[src/dmc_pkg.sv]
// Shared types, constants and helper functions of the depth-first maze carver.
package dmc_pkg;

    localparam int GRID_COLS  = 16;
    localparam int GRID_ROWS  = 16;
    localparam int CELL_COUNT = GRID_COLS * GRID_ROWS;
    localparam int COORD_W    = 4;
    localparam int CELL_W     = 2 * COORD_W;
    localparam int DEPTH_W    = CELL_W + 1;
    localparam int WALL_W     = 4;
    localparam int ENTRY_W    = WALL_W + 1;

    localparam logic [1:0] FUNC_START = 2'd0;
    localparam logic [1:0] FUNC_STEP  = 2'd1;
    localparam logic [1:0] FUNC_READ  = 2'd2;
    localparam logic [1:0] FUNC_IDLE  = 2'd3;

    localparam logic [2:0] EV_STARTED = 3'd0;
    localparam logic [2:0] EV_CARVED  = 3'd1;
    localparam logic [2:0] EV_BACK    = 3'd2;
    localparam logic [2:0] EV_FINISH  = 3'd3;
    localparam logic [2:0] EV_READ    = 3'd4;

    localparam logic [1:0] DIR_UP    = 2'd0;
    localparam logic [1:0] DIR_RIGHT = 2'd1;
    localparam logic [1:0] DIR_DOWN  = 2'd2;
    localparam logic [1:0] DIR_LEFT  = 2'd3;

    localparam logic [WALL_W-1:0] WALL_ALL = 4'b1111;

    typedef struct packed {
        logic [1:0]         func;
        logic [COORD_W-1:0] cell_x;
        logic [COORD_W-1:0] cell_y;
        logic [7:0]         random_value;
    } t_in_item;

    typedef struct packed {
        logic [2:0]         event_res;
        logic [COORD_W-1:0] from_x;
        logic [COORD_W-1:0] from_y;
        logic [COORD_W-1:0] to_x;
        logic [COORD_W-1:0] to_y;
        logic [WALL_W-1:0]  wall_bits;
    } t_out_item;

    typedef struct packed {
        logic              found;
        logic [1:0]        dir;
        logic [CELL_W-1:0] next_cell;
    } t_pick;

    // Cell index of the neighbor in the given direction (wraps; callers mask the edges).
    function automatic logic [CELL_W-1:0] nbr_cell(input logic [CELL_W-1:0] cur,
                                                   input logic [1:0] dir);
        logic [CELL_W-1:0] res;
        unique case (dir)
            DIR_UP:    res = cur - CELL_W'(GRID_COLS);
            DIR_RIGHT: res = cur + CELL_W'(1);
            DIR_DOWN:  res = cur + CELL_W'(GRID_COLS);
            default:   res = cur - CELL_W'(1);
        endcase
        return res;
    endfunction

    function automatic logic [WALL_W-1:0] wall_mask(input logic [1:0] dir);
        return WALL_W'(1) << dir;
    endfunction

endpackage

[src/dfs_maze_carver_top.sv]
// Top level of the depth-first maze carver: command sequencer around the cell and path memories.
// The idle code, or a step on an empty path, gives its result in the cycle after acceptance;
// a read passes ST_READ; a step ST_SCAN (serial neighbor reads), ST_PICK, then ST_LINK or ST_POP
// (the last pop ends in ST_PICK); a start ST_CLEAR (sweeping one entry per cycle) and ST_INIT.
// Throughput: one item at a time; busy stays high until the item's result has been issued.
// Reset (synchronous, active low) starts a clearing pass over all 256 cells with busy high.
// Results are strobed for one cycle on o_valid; the receiver cannot stall them.
module dfs_maze_carver_top (
    input  logic              i_clk,
    input  logic              i_rst_n,
    input  logic              start,
    input  dmc_pkg::t_in_item i_item,
    output logic              busy,
    output logic              o_valid,
    output dmc_pkg::t_out_item o_result
);
    import dmc_pkg::*;

    // Sequencer states.
    localparam logic [2:0] ST_IDLE  = 3'd0;  // waiting for an item
    localparam logic [2:0] ST_CLEAR = 3'd1;  // sweeping walls closed, visited cleared
    localparam logic [2:0] ST_INIT  = 3'd2;  // marking the start cell and pushing it
    localparam logic [2:0] ST_READ  = 3'd3;  // read data of a wall query arrives
    localparam logic [2:0] ST_SCAN  = 3'd4;  // reading four neighbors and the current cell
    localparam logic [2:0] ST_PICK  = 3'd5;  // open current wall, or pop the path
    localparam logic [2:0] ST_LINK  = 3'd6;  // open neighbor wall, push it, move there
    localparam logic [2:0] ST_POP   = 3'd7;  // new top of the path arrives

    // Control state.
    logic [2:0]         r_state, n_state;
    logic [CELL_W-1:0]  r_cnt, n_cnt;
    logic [2:0]         r_scan, n_scan;
    logic               r_pend, n_pend;
    logic [CELL_W-1:0]  r_cur, n_cur;
    logic [DEPTH_W-1:0] r_depth, n_depth;
    logic               r_o_valid, n_o_valid;

    // Payload registers.
    logic [CELL_W-1:0]  r_cmd_cell, n_cmd_cell;
    logic [7:0]         r_rnd, n_rnd;
    t_out_item          r_out, n_out;
    logic [ENTRY_W-1:0] r_slot [0:4];

    // Memory ports. Cell entry is {visited, walls}.
    logic               cell_we;
    logic [CELL_W-1:0]  cell_waddr;
    logic [ENTRY_W-1:0] cell_wdata;
    logic [CELL_W-1:0]  cell_raddr;
    logic [ENTRY_W-1:0] cell_rdata;
    logic               stk_we;
    logic [CELL_W-1:0]  stk_waddr;
    logic [CELL_W-1:0]  stk_wdata;
    logic [CELL_W-1:0]  stk_raddr;
    logic [CELL_W-1:0]  stk_rdata;

    logic               accept;
    logic [3:0]         nbr_visited;
    logic [DEPTH_W-1:0] depth_dec;
    logic [DEPTH_W-1:0] depth_dec2;
    t_pick              pick;

    dmc_ram #(
        .WIDTH (ENTRY_W),
        .DEPTH (CELL_COUNT)
    ) u_cell_ram (
        .i_clk   (i_clk),
        .i_we    (cell_we),
        .i_waddr (cell_waddr),
        .i_wdata (cell_wdata),
        .i_raddr (cell_raddr),
        .o_rdata (cell_rdata)
    );

    dmc_ram #(
        .WIDTH (CELL_W),
        .DEPTH (CELL_COUNT)
    ) u_path_ram (
        .i_clk   (i_clk),
        .i_we    (stk_we),
        .i_waddr (stk_waddr),
        .i_wdata (stk_wdata),
        .i_raddr (stk_raddr),
        .o_rdata (stk_rdata)
    );

    // Visited bits of the four neighbors as captured during the scan.
    assign nbr_visited = {r_slot[3][WALL_W], r_slot[2][WALL_W],
                          r_slot[1][WALL_W], r_slot[0][WALL_W]};

    dmc_pick u_pick (
        .i_cur     (r_cur),
        .i_visited (nbr_visited),
        .i_rnd     (r_rnd),
        .o_pick    (pick)
    );

    function automatic t_out_item make_out(input logic [2:0] ev,
                                           input logic [CELL_W-1:0] from_cell,
                                           input logic [CELL_W-1:0] to_cell,
                                           input logic [WALL_W-1:0] walls);
        t_out_item res;
        res.event_res = ev;
        res.from_x    = from_cell[COORD_W-1:0];
        res.from_y    = from_cell[CELL_W-1:COORD_W];
        res.to_x      = to_cell[COORD_W-1:0];
        res.to_y      = to_cell[CELL_W-1:COORD_W];
        res.wall_bits = walls;
        return res;
    endfunction

    assign busy   = (r_state != ST_IDLE);
    assign accept = start && !busy;

    assign depth_dec  = r_depth - DEPTH_W'(1);
    assign depth_dec2 = r_depth - DEPTH_W'(2);

    // The path memory's read data is used only on a pop; its address is the new top of the path.
    assign stk_raddr = depth_dec2[CELL_W-1:0];

    // All reads of an item are issued only after the writes of the previous item have
    // landed, and a step performs its writes only after its reads, so no entry is
    // read and written in the same cycle.
    always_comb begin
        n_state    = r_state;
        n_cnt      = r_cnt;
        n_scan     = r_scan;
        n_pend     = r_pend;
        n_cur      = r_cur;
        n_depth    = r_depth;
        n_o_valid  = 1'b0;
        n_cmd_cell = r_cmd_cell;
        n_rnd      = r_rnd;
        n_out      = r_out;

        cell_we    = 1'b0;
        cell_waddr = r_cnt;
        cell_wdata = {1'b0, WALL_ALL};
        cell_raddr = {i_item.cell_y, i_item.cell_x};
        stk_we     = 1'b0;
        stk_waddr  = r_depth[CELL_W-1:0];
        stk_wdata  = pick.next_cell;

        unique case (r_state)
            ST_IDLE: begin
                if (accept) begin
                    n_cmd_cell = {i_item.cell_y, i_item.cell_x};
                    n_rnd      = i_item.random_value;
                    unique case (i_item.func)
                        FUNC_START: begin
                            n_cnt   = '0;
                            n_pend  = 1'b1;
                            n_state = ST_CLEAR;
                        end
                        FUNC_READ: begin
                            n_state = ST_READ;
                        end
                        FUNC_STEP: begin
                            if (r_depth == '0) begin
                                n_o_valid = 1'b1;
                                n_out     = make_out(EV_FINISH, r_cur, r_cur, '0);
                            end else begin
                                n_scan  = '0;
                                n_state = ST_SCAN;
                            end
                        end
                        default: begin
                            n_o_valid = 1'b1;
                            n_out     = make_out(EV_FINISH, r_cur, r_cur, '0);
                        end
                    endcase
                end
            end

            ST_CLEAR: begin
                cell_we = 1'b1;
                n_cnt   = r_cnt + CELL_W'(1);
                if (r_cnt == CELL_W'(CELL_COUNT - 1)) begin
                    n_state = r_pend ? ST_INIT : ST_IDLE;
                end
            end

            ST_INIT: begin
                cell_we    = 1'b1;
                cell_waddr = r_cmd_cell;
                cell_wdata = {1'b1, WALL_ALL};
                stk_we     = 1'b1;
                stk_waddr  = '0;
                stk_wdata  = r_cmd_cell;
                n_cur      = r_cmd_cell;
                n_depth    = DEPTH_W'(1);
                n_pend     = 1'b0;
                n_o_valid  = 1'b1;
                n_out      = make_out(EV_STARTED, r_cmd_cell, r_cmd_cell, '0);
                n_state    = ST_IDLE;
            end

            ST_READ: begin
                n_o_valid = 1'b1;
                n_out     = make_out(EV_READ, r_cmd_cell, r_cur, cell_rdata[WALL_W-1:0]);
                n_state   = ST_IDLE;
            end

            ST_SCAN: begin
                // Scan slots 0..3 are the neighbors up, right, down, left; slot 4 is
                // the current cell. Read data is registered and arrives in the cycle after its address.
                if (r_scan == 3'd4) begin
                    cell_raddr = r_cur;
                end else begin
                    cell_raddr = nbr_cell(r_cur, r_scan[1:0]);
                end
                n_scan = r_scan + 3'd1;
                if (r_scan == 3'd5) begin
                    n_state = ST_PICK;
                end
            end

            ST_PICK: begin
                if (pick.found) begin
                    cell_we    = 1'b1;
                    cell_waddr = r_cur;
                    cell_wdata = {1'b1, r_slot[4][WALL_W-1:0] & ~wall_mask(pick.dir)};
                    n_state    = ST_LINK;
                end else begin
                    n_depth = depth_dec;
                    if (depth_dec == '0) begin
                        n_o_valid = 1'b1;
                        n_out     = make_out(EV_FINISH, r_cur, r_cur, '0);
                        n_state   = ST_IDLE;
                    end else begin
                        n_state = ST_POP;
                    end
                end
            end

            ST_LINK: begin
                cell_we    = 1'b1;
                cell_waddr = pick.next_cell;
                cell_wdata = {1'b1, r_slot[{1'b0, pick.dir}][WALL_W-1:0]
                                    & ~wall_mask(pick.dir ^ 2'b10)};
                if (!r_depth[DEPTH_W-1]) begin
                    stk_we  = 1'b1;
                    n_depth = r_depth + DEPTH_W'(1);
                end
                n_cur     = pick.next_cell;
                n_o_valid = 1'b1;
                n_out     = make_out(EV_CARVED, r_cur, pick.next_cell, '0);
                n_state   = ST_IDLE;
            end

            ST_POP: begin
                n_cur     = stk_rdata;
                n_o_valid = 1'b1;
                n_out     = make_out(EV_BACK, r_cur, stk_rdata, '0);
                n_state   = ST_IDLE;
            end

            default: begin
                n_state = ST_IDLE;
            end
        endcase
    end

    always_ff @(posedge i_clk) begin
        if (!i_rst_n) begin
            r_state   <= ST_CLEAR;
            r_cnt     <= '0;
            r_scan    <= '0;
            r_pend    <= 1'b0;
            r_cur     <= '0;
            r_depth   <= '0;
            r_o_valid <= 1'b0;
        end else begin
            r_state   <= n_state;
            r_cnt     <= n_cnt;
            r_scan    <= n_scan;
            r_pend    <= n_pend;
            r_cur     <= n_cur;
            r_depth   <= n_depth;
            r_o_valid <= n_o_valid;
        end
    end

    always_ff @(posedge i_clk) begin
        r_cmd_cell <= n_cmd_cell;
        r_rnd      <= n_rnd;
        r_out      <= n_out;
        if (r_state == ST_SCAN && r_scan != 3'd0) begin
            r_slot[r_scan - 3'd1] <= cell_rdata;
        end
    end

    assign o_valid  = r_o_valid;
    assign o_result = r_out;

endmodule

[src/dmc_ram.sv]
// Generic single-write, single-read synchronous RAM with registered read data.
module dmc_ram #(
    parameter int WIDTH = 8,
    parameter int DEPTH = 256
) (
    input  logic                     i_clk,
    input  logic                     i_we,
    input  logic [$clog2(DEPTH)-1:0] i_waddr,
    input  logic [WIDTH-1:0]         i_wdata,
    input  logic [$clog2(DEPTH)-1:0] i_raddr,
    output logic [WIDTH-1:0]         o_rdata
);

    logic [WIDTH-1:0] r_mem [0:DEPTH-1];
    logic [WIDTH-1:0] r_rdata;

    always_ff @(posedge i_clk) begin
        if (i_we) begin
            r_mem[i_waddr] <= i_wdata;
        end
        r_rdata <= r_mem[i_raddr];
    end

    assign o_rdata = r_rdata;

endmodule

[src/dmc_pick.sv]
// Neighbor selection: gathers open neighbors and picks one by the random draw.
module dmc_pick (
    input  logic [dmc_pkg::CELL_W-1:0] i_cur,
    input  logic [3:0]                 i_visited,
    input  logic [7:0]                 i_rnd,
    output dmc_pkg::t_pick             o_pick
);
    import dmc_pkg::*;

    // Residue mod 3 by folding base-4 digits, since 4 is 1 mod 3.
    function automatic logic [1:0] mod3(input logic [7:0] v);
        logic [3:0] s0;
        logic [2:0] s1;
        logic [2:0] s2;
        s0 = 4'(v[7:6]) + 4'(v[5:4]) + 4'(v[3:2]) + 4'(v[1:0]);
        s1 = 3'(s0[3:2]) + 3'(s0[1:0]);
        s2 = 3'(s1[2]) + 3'(s1[1:0]);
        if (s2 >= 3'd3) begin
            s2 = s2 - 3'd3;
        end
        return s2[1:0];
    endfunction

    logic [COORD_W-1:0] cx;
    logic [COORD_W-1:0] cy;
    logic [3:0]         exists;
    logic [3:0]         avail;
    logic [2:0]         count;
    logic [1:0]         idx;
    logic [1:0]         seen;
    logic               done;
    logic [1:0]         dir;

    assign cx = i_cur[COORD_W-1:0];
    assign cy = i_cur[CELL_W-1:COORD_W];

    always_comb begin
        exists[DIR_UP]    = (cy != '0);
        exists[DIR_RIGHT] = (cx != COORD_W'(GRID_COLS - 1));
        exists[DIR_DOWN]  = (cy != COORD_W'(GRID_ROWS - 1));
        exists[DIR_LEFT]  = (cx != '0);
        avail = exists & ~i_visited;
        count = 3'(avail[0]) + 3'(avail[1]) + 3'(avail[2]) + 3'(avail[3]);

        case (count)
            3'd2:    idx = {1'b0, i_rnd[0]};
            3'd3:    idx = mod3(i_rnd);
            3'd4:    idx = i_rnd[1:0];
            default: idx = 2'd0;
        endcase

        seen = 2'd0;
        done = 1'b0;
        dir  = DIR_UP;
        for (int i = 0; i < 4; i++) begin
            if (avail[i] && !done) begin
                if (seen == idx) begin
                    dir  = 2'(i);
                    done = 1'b1;
                end
                seen = seen + 2'd1;
            end
        end

        o_pick.found     = (count != 3'd0);
        o_pick.dir       = dir;
        o_pick.next_cell = nbr_cell(i_cur, dir);
    end

endmodule

[config.mk]
export PLATFORM = sky130hd
export DESIGN_NAME = dfs_maze_carver_top
export DESIGN_NICKNAME = d
export VERILOG_FILES = /design/src/dmc_pkg.sv /design/src/dfs_maze_carver_top.sv /design/src/dmc_ram.sv /design/src/dmc_pick.sv
export SDC_FILE = /design/constraint.sdc
export NUM_CORES = 2
export LEC_CHECK = 0
export BUFFER_PORTS_ARGS = -buffer_cell sky130_fd_sc_hd__buf_2
export CELL_PAD_IN_SITES_DETAIL_PLACEMENT = 0
export CELL_PAD_IN_SITES_GLOBAL_PLACEMENT = 1
export CORE_MARGIN = 1.5
export CORE_UTILIZATION = 45
export DETAILED_ROUTE_END_ITERATION = 7
export GPL_TIMING_DRIVEN = 0
export HOLD_SLACK_MARGIN = 0.03
export PLACE_DENSITY = 0.8
export SETUP_SLACK_MARGIN = 0.2
export SLEW_MARGIN = 20
export SYNTH_ARGS = -nofsm -noshare
export SYNTH_HDL_FRONTEND = slang
export SYNTH_SLANG_ARGS = --single-unit
[constraint.sdc]
create_clock -name i_clk -period 18 [get_ports i_clk]
set_clock_uncertainty 0.15 [all_clocks]
set_input_delay 3.6 -clock i_clk [delete_from_list [all_inputs] [get_ports i_clk]]
set_output_delay 3.6 -clock i_clk [all_outputs]
set_load 0.05 [all_outputs]
Word level (Yosys, flattened, before mapping)
Memory sizes are Yosys's and may differ from the RTL's. A register that Yosys moved wholly into a read port is not among the register bits.
Index checks and enable logic that the tools add are counted.
{ "totals": {"reg_bits": 72, "latch_bits": 0, "ramBits": 3353, "mem_bits_ro": 0, "inputBits": 21, "word_cells": 197, "memories": 3} }
{ "op_classes": {"addsub": 21, "n_mul": 0, "div_mod_pow": 0, "order_cmp": 1, "eq_ne": 37, "shifts": 2, "muxes": 72, "bitwise_logic": 7, "n_reduce_logical": 38} }
{ "mem_list": {"columns": ["memory", "depth", "word_bits", "read_ports", "rd_clocked_by_memory_dff", "wr", "line_no", "source"], "rows": [
  ["u_path_ram.r_mem", 256, 8, 1, 1, 1, "dmc_ram.sv:14", "logic [WIDTH-1:0] r_mem [0:DEPTH-1];"],
  ["u_cell_ram.r_mem", 256, 5, 1, 1, 1, "dmc_ram.sv:14", null],
  ["r_slot", 5, 5, 6, 0, 1, "dfs_maze_carver_top.sv:42", "logic [ENTRY_W-1:0] r_slot [0:4];"]
]} }
{ "op_table": {"columns": ["op", "n"], "rows": [
  ["23-bit case mux with 6 select lines", 1],
  ["8-bit case mux with 3 select lines", 4],
  ["23-bit 2-to-1 mux", 4],
  ["8-bit 2-to-1 mux", 7],
  ["23-bit case mux with 2 select lines", 1],
  ["3-bit 2-to-1 mux", 9],
  ["9-bit case mux with 3 select lines", 1],
  ["1-bit 2-to-1 mux", 22],
  ["3-bit equality test, second input constant", 7],
  ["9-bit logical NOT", 2],
  ["2-bit 2-to-1 mux", 9],
  ["9-bit 2-to-1 mux", 2],
  ["8-bit by 1-bit adder with 8-bit output, second input constant", 2],
  ["2-bit != test, second input constant", 8],
  ["8-bit case mux with 2 select lines", 1],
  ["3-bit case mux with 5 select lines", 1],
  ["5-bit case mux with 3 select lines", 1],
  ["3-bit nonzero test", 5],
  ["4-bit AND", 3],
  ["3-bit by 2-bit equality test with 1-bit output, second input constant", 4],
  ["4-bit inverter", 3],
  ["9-bit by 1-bit adder with 9-bit output, second input constant", 1],
  ["3-bit case mux with 3 select lines", 1],
  ["3-bit AND reduction", 3],
  ["47 further kinds", 76]
]} }

Logic depth before layout (Yosys ltp)
{ "logic_depth": {"depth_word": 25, "ltp_mapped": 32} }

Modules after synthesis
From an unflattened synthesis, not the netlist that was laid out.
{ "unflattened": {"hier_cells": 6862, "hier_area_um2": 136233.2} }
{ "by_module_without_submodules": {"columns": ["module", "instances", "cells_each", "area_per_inst_um2", "seq_area_each_um2"], "rows": [
  ["dmc_ram at u_path_ram", 1, 3733, 79556.3, 61659.1],
  ["dmc_ram at u_cell_ram", 1, 2497, 50284.5, 38537.0],
  ["dfs_maze_carver_top", 1, 507, 5282.6, 2432.3],
  ["dmc_pick", 1, 125, 1109.8, 0.0]
]} }

Least setup slack after synthesis
OpenSTA, ideal clock, no wires.
{ "synth_timing": {"path_kind": "register to register", "startpoint": "register r_rnd[4]", "endpoint": "memory u_cell_ram.r_mem[0][0] (netlist name), data pin", "setup_ns": 2.232, "arrival_time_ns": 15.981, "t_required_ns": 15.618, "path_slack_ns": -0.363, "path_stages_with_launch": 28, "synth_period_minus_slack_ns": 18.363, "path_cell_list": "edfxtp_1 > ha_1 > inv_1 > fa_1 > inv_1 > fa_1 > ha_1 > fa_1 > ha_1 > inv_1 > fa_1 > inv_1 > ha_1 > inv_1 > fa_1 > nor2b_1 > o31ai_4 > nor3_1 > nor2_1 > ha_1 > inv_1 > mux2_2 > a21oi_1 > nand4b_1 > nor2_1 > a22o_1 > a21oi_1 > o31ai_1"} }
{ "synth_between": {"elab_chain_len": 25} }
{ "synth_lines": {"columns": ["item", "line_no", "source"], "rows": [
  ["start: declaration", "dfs_maze_carver_top.sv:40", "logic [7:0] r_rnd, n_rnd;"],
  ["start signal: assignment", "dfs_maze_carver_top.sv:285", "r_rnd <= n_rnd;"],
  ["2-bit by 2-bit adder with 3-bit output (*)", "dmc_pick.sv:15", "s0 = 4'(v[7:6]) + 4'(v[5:4]) + 4'(v[3:2]) + 4'(v[1:0]);"],
  ["4-bit by 2-bit adder with 4-bit output (*) (2 in a row)", "dmc_pick.sv:15", null],
  ["2-bit by 2-bit adder with 3-bit output (*)", "dmc_pick.sv:16", "s1 = 3'(s0[3:2]) + 3'(s0[1:0]);"],
  ["1-bit by 2-bit adder with 3-bit output (*)", "dmc_pick.sv:17", "s2 = 3'(s1[2]) + 3'(s1[1:0]);"],
  ["3-bit by 2-bit greater-or-equal comparator with 1-bit output / 2-bit subtractor (equally long branches)", "dmc_pick.sv:18, dmc_pick.sv:19", null],
  ["2-bit 2-to-1 mux (*)", "dmc_pick.sv:18", "if (s2 >= 3'd3) begin"],
  ["2-bit case mux with 3 select lines (*)", "dmc_pick.sv:45", "case (count)"],
  ["branches (longest 11 deep; another with 2-bit by 1-bit adder with 2-bit output)", null, null],
  ["2-bit 2-to-1 mux (*)", "dmc_pick.sv:56", "if (avail[i] && !done) begin"],
  ["branches (longest 4 deep; another with memory read 5 x 5 bit)", null, null],
  ["5-bit case mux with 3 select lines (*)", "dfs_maze_carver_top.sv:143", "unique case (r_state)"],
  ["named net cell_wdata[0]", "dfs_maze_carver_top.sv:47", "logic [ENTRY_W-1:0] cell_wdata;"],
  ["end: declaration", "dmc_ram.sv:14", null]
]} }
Mark *: on every way through the listed nets, which the timed path passes.

Final worst setup path
{ "layout_timing": {"startpoint": "register r_rnd[4]", "endpoint": "memory u_cell_ram.r_mem[50][1] (netlist name) (enable)"} }
{ "layout_between": {"elab_chain_len": 23} }
{ "layout_lines": {"columns": ["item", "line_no", "source"], "rows": [
  ["2-bit by 2-bit adder with 3-bit output (*)", "dmc_pick.sv:15", null],
  ["4-bit by 2-bit adder with 4-bit output (*) (2 in a row)", "dmc_pick.sv:15", null],
  ["2-bit by 2-bit adder with 3-bit output (*)", "dmc_pick.sv:16", null],
  ["1-bit by 2-bit adder with 3-bit output (*)", "dmc_pick.sv:17", null],
  ["3-bit by 2-bit greater-or-equal comparator with 1-bit output / 2-bit subtractor (equally long branches)", "dmc_pick.sv:18, dmc_pick.sv:19", null],
  ["2-bit 2-to-1 mux (*)", "dmc_pick.sv:18", null],
  ["2-bit case mux with 3 select lines (*)", "dmc_pick.sv:45", null],
  ["branches (longest 11 deep; another with 2-bit by 1-bit adder with 2-bit output)", null, null],
  ["2-bit 2-to-1 mux (*)", "dmc_pick.sv:56", null],
  ["2-bit equality test, or another cell as far along", "dmc_pkg.sv:57", "unique case (dir)"],
  ["8-bit case mux with 3 select lines (*)", "dmc_pkg.sv:57", null],
  ["8-bit case mux with 3 select lines (*)", "dfs_maze_carver_top.sv:143", null]
]} }
Every way passes the cells marked *.

==> summary.md <==
| Metric | Value |
|---|---|
| VDD IR-drop max | `0.08726 mV` |
| Syn Std Cell Area | `137300 sq um` |
| Worst Path Buf+Inv | `7` |
| DRC violations left | `1` |
| Sequential fraction of the synthesis area | `0.7474` |
| PostCTS Resize Cnt | `0` |
| Die width | `555.4 microns` |
| Post-Syn Instances | `7692` |
| Crit path top cell by count | `inv_1` |
| Outcome | `finished, violations left` |
| DRT iter0 DRCs | `14030` |
| Grt total ovfl | `0` |
| Ports | `46` |
| Detail Placement HPWL | `295.2 mm` |
| Arrival @ worst endpoint | `10.46 ns` |
| Number of global-route vias before repair | `78050` |
| Row count | `202` |
| Setup crit start kind | `register` |
| MaxCap Viol Count | `0` |
| Failing checks | `design-rule violations` |
| First-pass GRT wire length | `592.7 mm` |
| CTS root buf | `clkbuf_16` |
| Setup bufs post-CTS | `0` |
| Setup crit end kind | `register` |
| WP data required | `18.33 ns` |
| Syn nets | `7747` |
| Hold-fix buffers, CTS | `0` |
| IO buf count | `45` |
| Die ar. | `308400 sq um` |
| Initial core utilization | `0.4527` |
| Max incr delay on CP | `1.09 ns` |
| Critical path class | `register to register` |
| Pre-antenna DRT Iters | `8` |
| Worst Hold Class | `register to register` |
| Shortest period the worst path allows | `10.13 ns` |
| Final #Nets | `8266` |
| Die Y | `555.4 microns` |
| Period utilization | `0.5627` |
| Post-synthesis register bit count | `3433` |
| Synth unique cells | `98` |
| Multi-input logic area | `32650 sq um` |
| Antenna Nets Post-Route | `0` |
| Static leakage | `48.95 nW` |
| Warnings from Yosys | `0` |
| Hold Path Cell Cnt | `0` |
| Post-synth EDFFs | `3387` |
| Top FF cell, synth | `edfxtp_1` |
| GRT Overall Usage | `0.2735` |
| Mean Syn Cell Area | `17.85 sq um` |
| Fraction of registers with async set/reset | `0` |
| Pwr/cell area | `101.3 nW/um^2` |
| GPL Wtd Cong | `1.033` |
| Via-per-instance ratio | `6.464` |
| Cells on worst reg2reg path | `29` |
| Max Transition Viols Final | `0` |
| Critical path's top delay family | `adder cells` |
| FMAX | `98.73 MHz` |
| TritonCTS buffer count | `330` |
| Clk Latency, worst-skew pair | `0.93 ns` |
| Area Overhead vs Synth | `14.06%` |
| Via count | `80670` |
| Worst path depth | `29` |
| Register area | `102600 sq um` |
| Final setup vio count | `0` |
| Wire per inst | `34.34 microns` |
| Core area | `303300 sq um` |
| Crit-path slowest cell | `nand4_1` |
| Slew @ Worst Pin | `1.361 ns` |
| Largest net degree at the start of global routing | `109` |
| Filler instances | `23660` |
| Worst slew margin | `0.09237` |
| CTS max path bufs | `4` |
| Initial antenna violation count | `36` |
| Reg clk slew, reported paths | `0.07 ns` |
| Share of cells above drive strength 1 | `0.1953` |
| Hold slack | `0.3227 ns` |
| CTS tree | `yes` |
| CTS sink count | `3433` |
| CP Max Fanout | `10` |
| Final Hold Fails | `0` |
| TNS Setup | `0 ns` |
| RSZ-0062 raised after global routing | `no` |
| H-tree depth | `5` |
| Detailed-route wire length | `428.5 mm` |
==> through the flow <==
step | util | setup WS, ns | cells | instance area [sq um] | power, mW
floorplan | - | 0.1291 | 7692 | 137300 | 8.965
global placement | 0.4699 | -14.02 | 11720 | 142500 | 9.151
detailed placement | 0.4816 | 8.187 | 11860 | 146100 | 9.157
CTS | 0.5160 | 8.177 | 12450 | 156500 | 15.83
global route | 0.5162 | 7.497 | 12460 | 156600 | 16.12
finish | 0.5164 | 7.871 | 12480 | 156600 | 15.86
==> layout make-up <==
class                           count  share of cell area
Clock buffer                      405             0.05588
Clock inverter                    191             0.01069
Buffer                            489             0.01379
Multi-Input combinational cell   3718              0.2085
Sequential cell                  3433              0.6553
Timing Repair Buffer              187             0.02235
Inverter                           52            0.001294
Tap cell                         3978             0.03178
Antenna cell                       26           0.0004154
==> cells in the mapped netlist, types with 8 or more instances <==
| master | count | share of area |
|---|---|---|
| nand4_1 | 66 | 0.0030 |
| nor3_1 | 65 | 0.0024 |
| a211oi_1 | 27 | 0.0015 |
| o41ai_1 | 8 | 0.00051 |
| buf_4 | 19 | 0.0010 |
| buf_2 | 101 | 0.0037 |
| o22ai_1 | 35 | 0.0016 |
| and3_1 | 49 | 0.0022 |
| a222oi_1 | 28 | 0.0020 |
| nor4_1 | 32 | 0.0015 |
| a21oi_1 | 127 | 0.0046 |
| o211ai_1 | 14 | 0.00077 |
| mux2_2 | 44 | 0.0036 |
| buf_1 | 84 | 0.0023 |
| mux2i_1 | 164 | 0.012 |
| inv_1 | 48 | 0.0013 |
| nand4b_1 | 11 | 0.00070 |
| a31oi_1 | 85 | 0.0039 |
| or3_1 | 10 | 0.00046 |
| nor2_1 | 558 | 0.015 |
| dfxtp_1 | 46 | 0.0067 |
| mux4_2 | 698 | 0.11 |
| a22oi_1 | 23 | 0.0013 |
| xor2_1 | 12 | 0.00077 |
| ha_1 | 27 | 0.0025 |
| nand2b_1 | 17 | 0.00077 |
| nand3_1 | 275 | 0.010 |
| nor2b_1 | 17 | 0.00077 |
| o2111ai_1 | 18 | 0.0011 |
| nor3b_1 | 8 | 0.00044 |
| a221oi_1 | 13 | 0.00083 |
| nand2_1 | 928 | 0.025 |
| o21ai_0 | 71 | 0.0026 |
| o211a_1 | 8 | 0.00058 |
| clkbuf_1 | 279 | 0.0076 |
| edfxtp_1 | 3387 | 0.74 |
| a32oi_1 | 84 | 0.0054 |
| o221ai_1 | 9 | 0.00057 |
| xnor2_1 | 17 | 0.0011 |
| and2_1 | 21 | 0.00096 |
==> logic make-up after synthesis <==
group / synth area share
flip-flops: 0.7474
AND/OR/NAND/NOR: 0.06625
multiplexers: 0.1301
AO/OA/AOI/OAI: 0.03425
buffers and inverters: 0.01656
adder cells (fa/ha/maj): 0.003481
XOR/XNOR: 0.001968
==> state kept, by name (all words and copies together) (netlist names) <==
| register | cells |
|---|---|
| u_cell_ram.o_rdata | 5 |
| r_scan | 3 |
| r_cur | 8 |
| o_valid | 1 |
| r_pend | 1 |
| u_cell_ram.r_mem | 1280 |
| r_rnd | 8 |
| u_path_ram.r_mem | 2048 |
| r_cnt | 8 |
| u_path_ram.o_rdata | 8 |
| r_slot | 20 |
| o_result | 23 |
| r_depth | 9 |
| r_cmd_cell | 8 |
| r_state | 3 |
==> power by group <==
part / switching (mW) / internal, mW / leakage, nW
clock network: 3.04 / 3.81 / 5.10
registers: 0.00846 / 8.65 / 32.5
logic: 0.289 / 0.0673 / 11.3
total: 3.34 / 12.5 / 49.0
==> final timing paths <==
check	from	slack, ns	endpoint
worst max-delay path	r_rnd[4]	7.87	u_cell_ram.r_mem[50][1]
worst min-delay path	u_cell_ram.o_rdata[4]	0.32	r_slot[2][4]
worst max register to register	r_rnd[4]	7.87	u_cell_ram.r_mem[50][1]
worst min register to register	u_cell_ram.o_rdata[4]	0.32	r_slot[2][4]
==> cells in the final DEF (no fill, tap or decap), types with 29 or more instances in the layout <==
cell	n
clkbuf_2	55
a21oi_1	123
mux4_2	698
buf_16	96
clkinv_1	70
a32oi_1	84
a31oi_1	85
o22ai_1	35
nand2_1	928
mux2i_1	164
buf_2	156
clkbuf_1	298
and3_1	49
nor2_1	558
nand4_1	66
edfxtp_1	3387
o21ai_0	63
dfxtp_1	46
inv_1	47
nor3_1	56
clkbuf_16	339
buf_1	64
nor4_1	29
nand3_1	275
clkinv_2	65
mux2_2	44
==> metal layers <==
metal,GRT usage,wire (microns),vias to the layer above
met5,0.002032,197,-
li1,-,-,31860
met1,0.3539,150800,41390
met3,0.07509,54370,1258
met2,0.4150,192500,6136
met4,0.1620,30640,22
No activity file was read; power rests on OpenSTA's default activity.
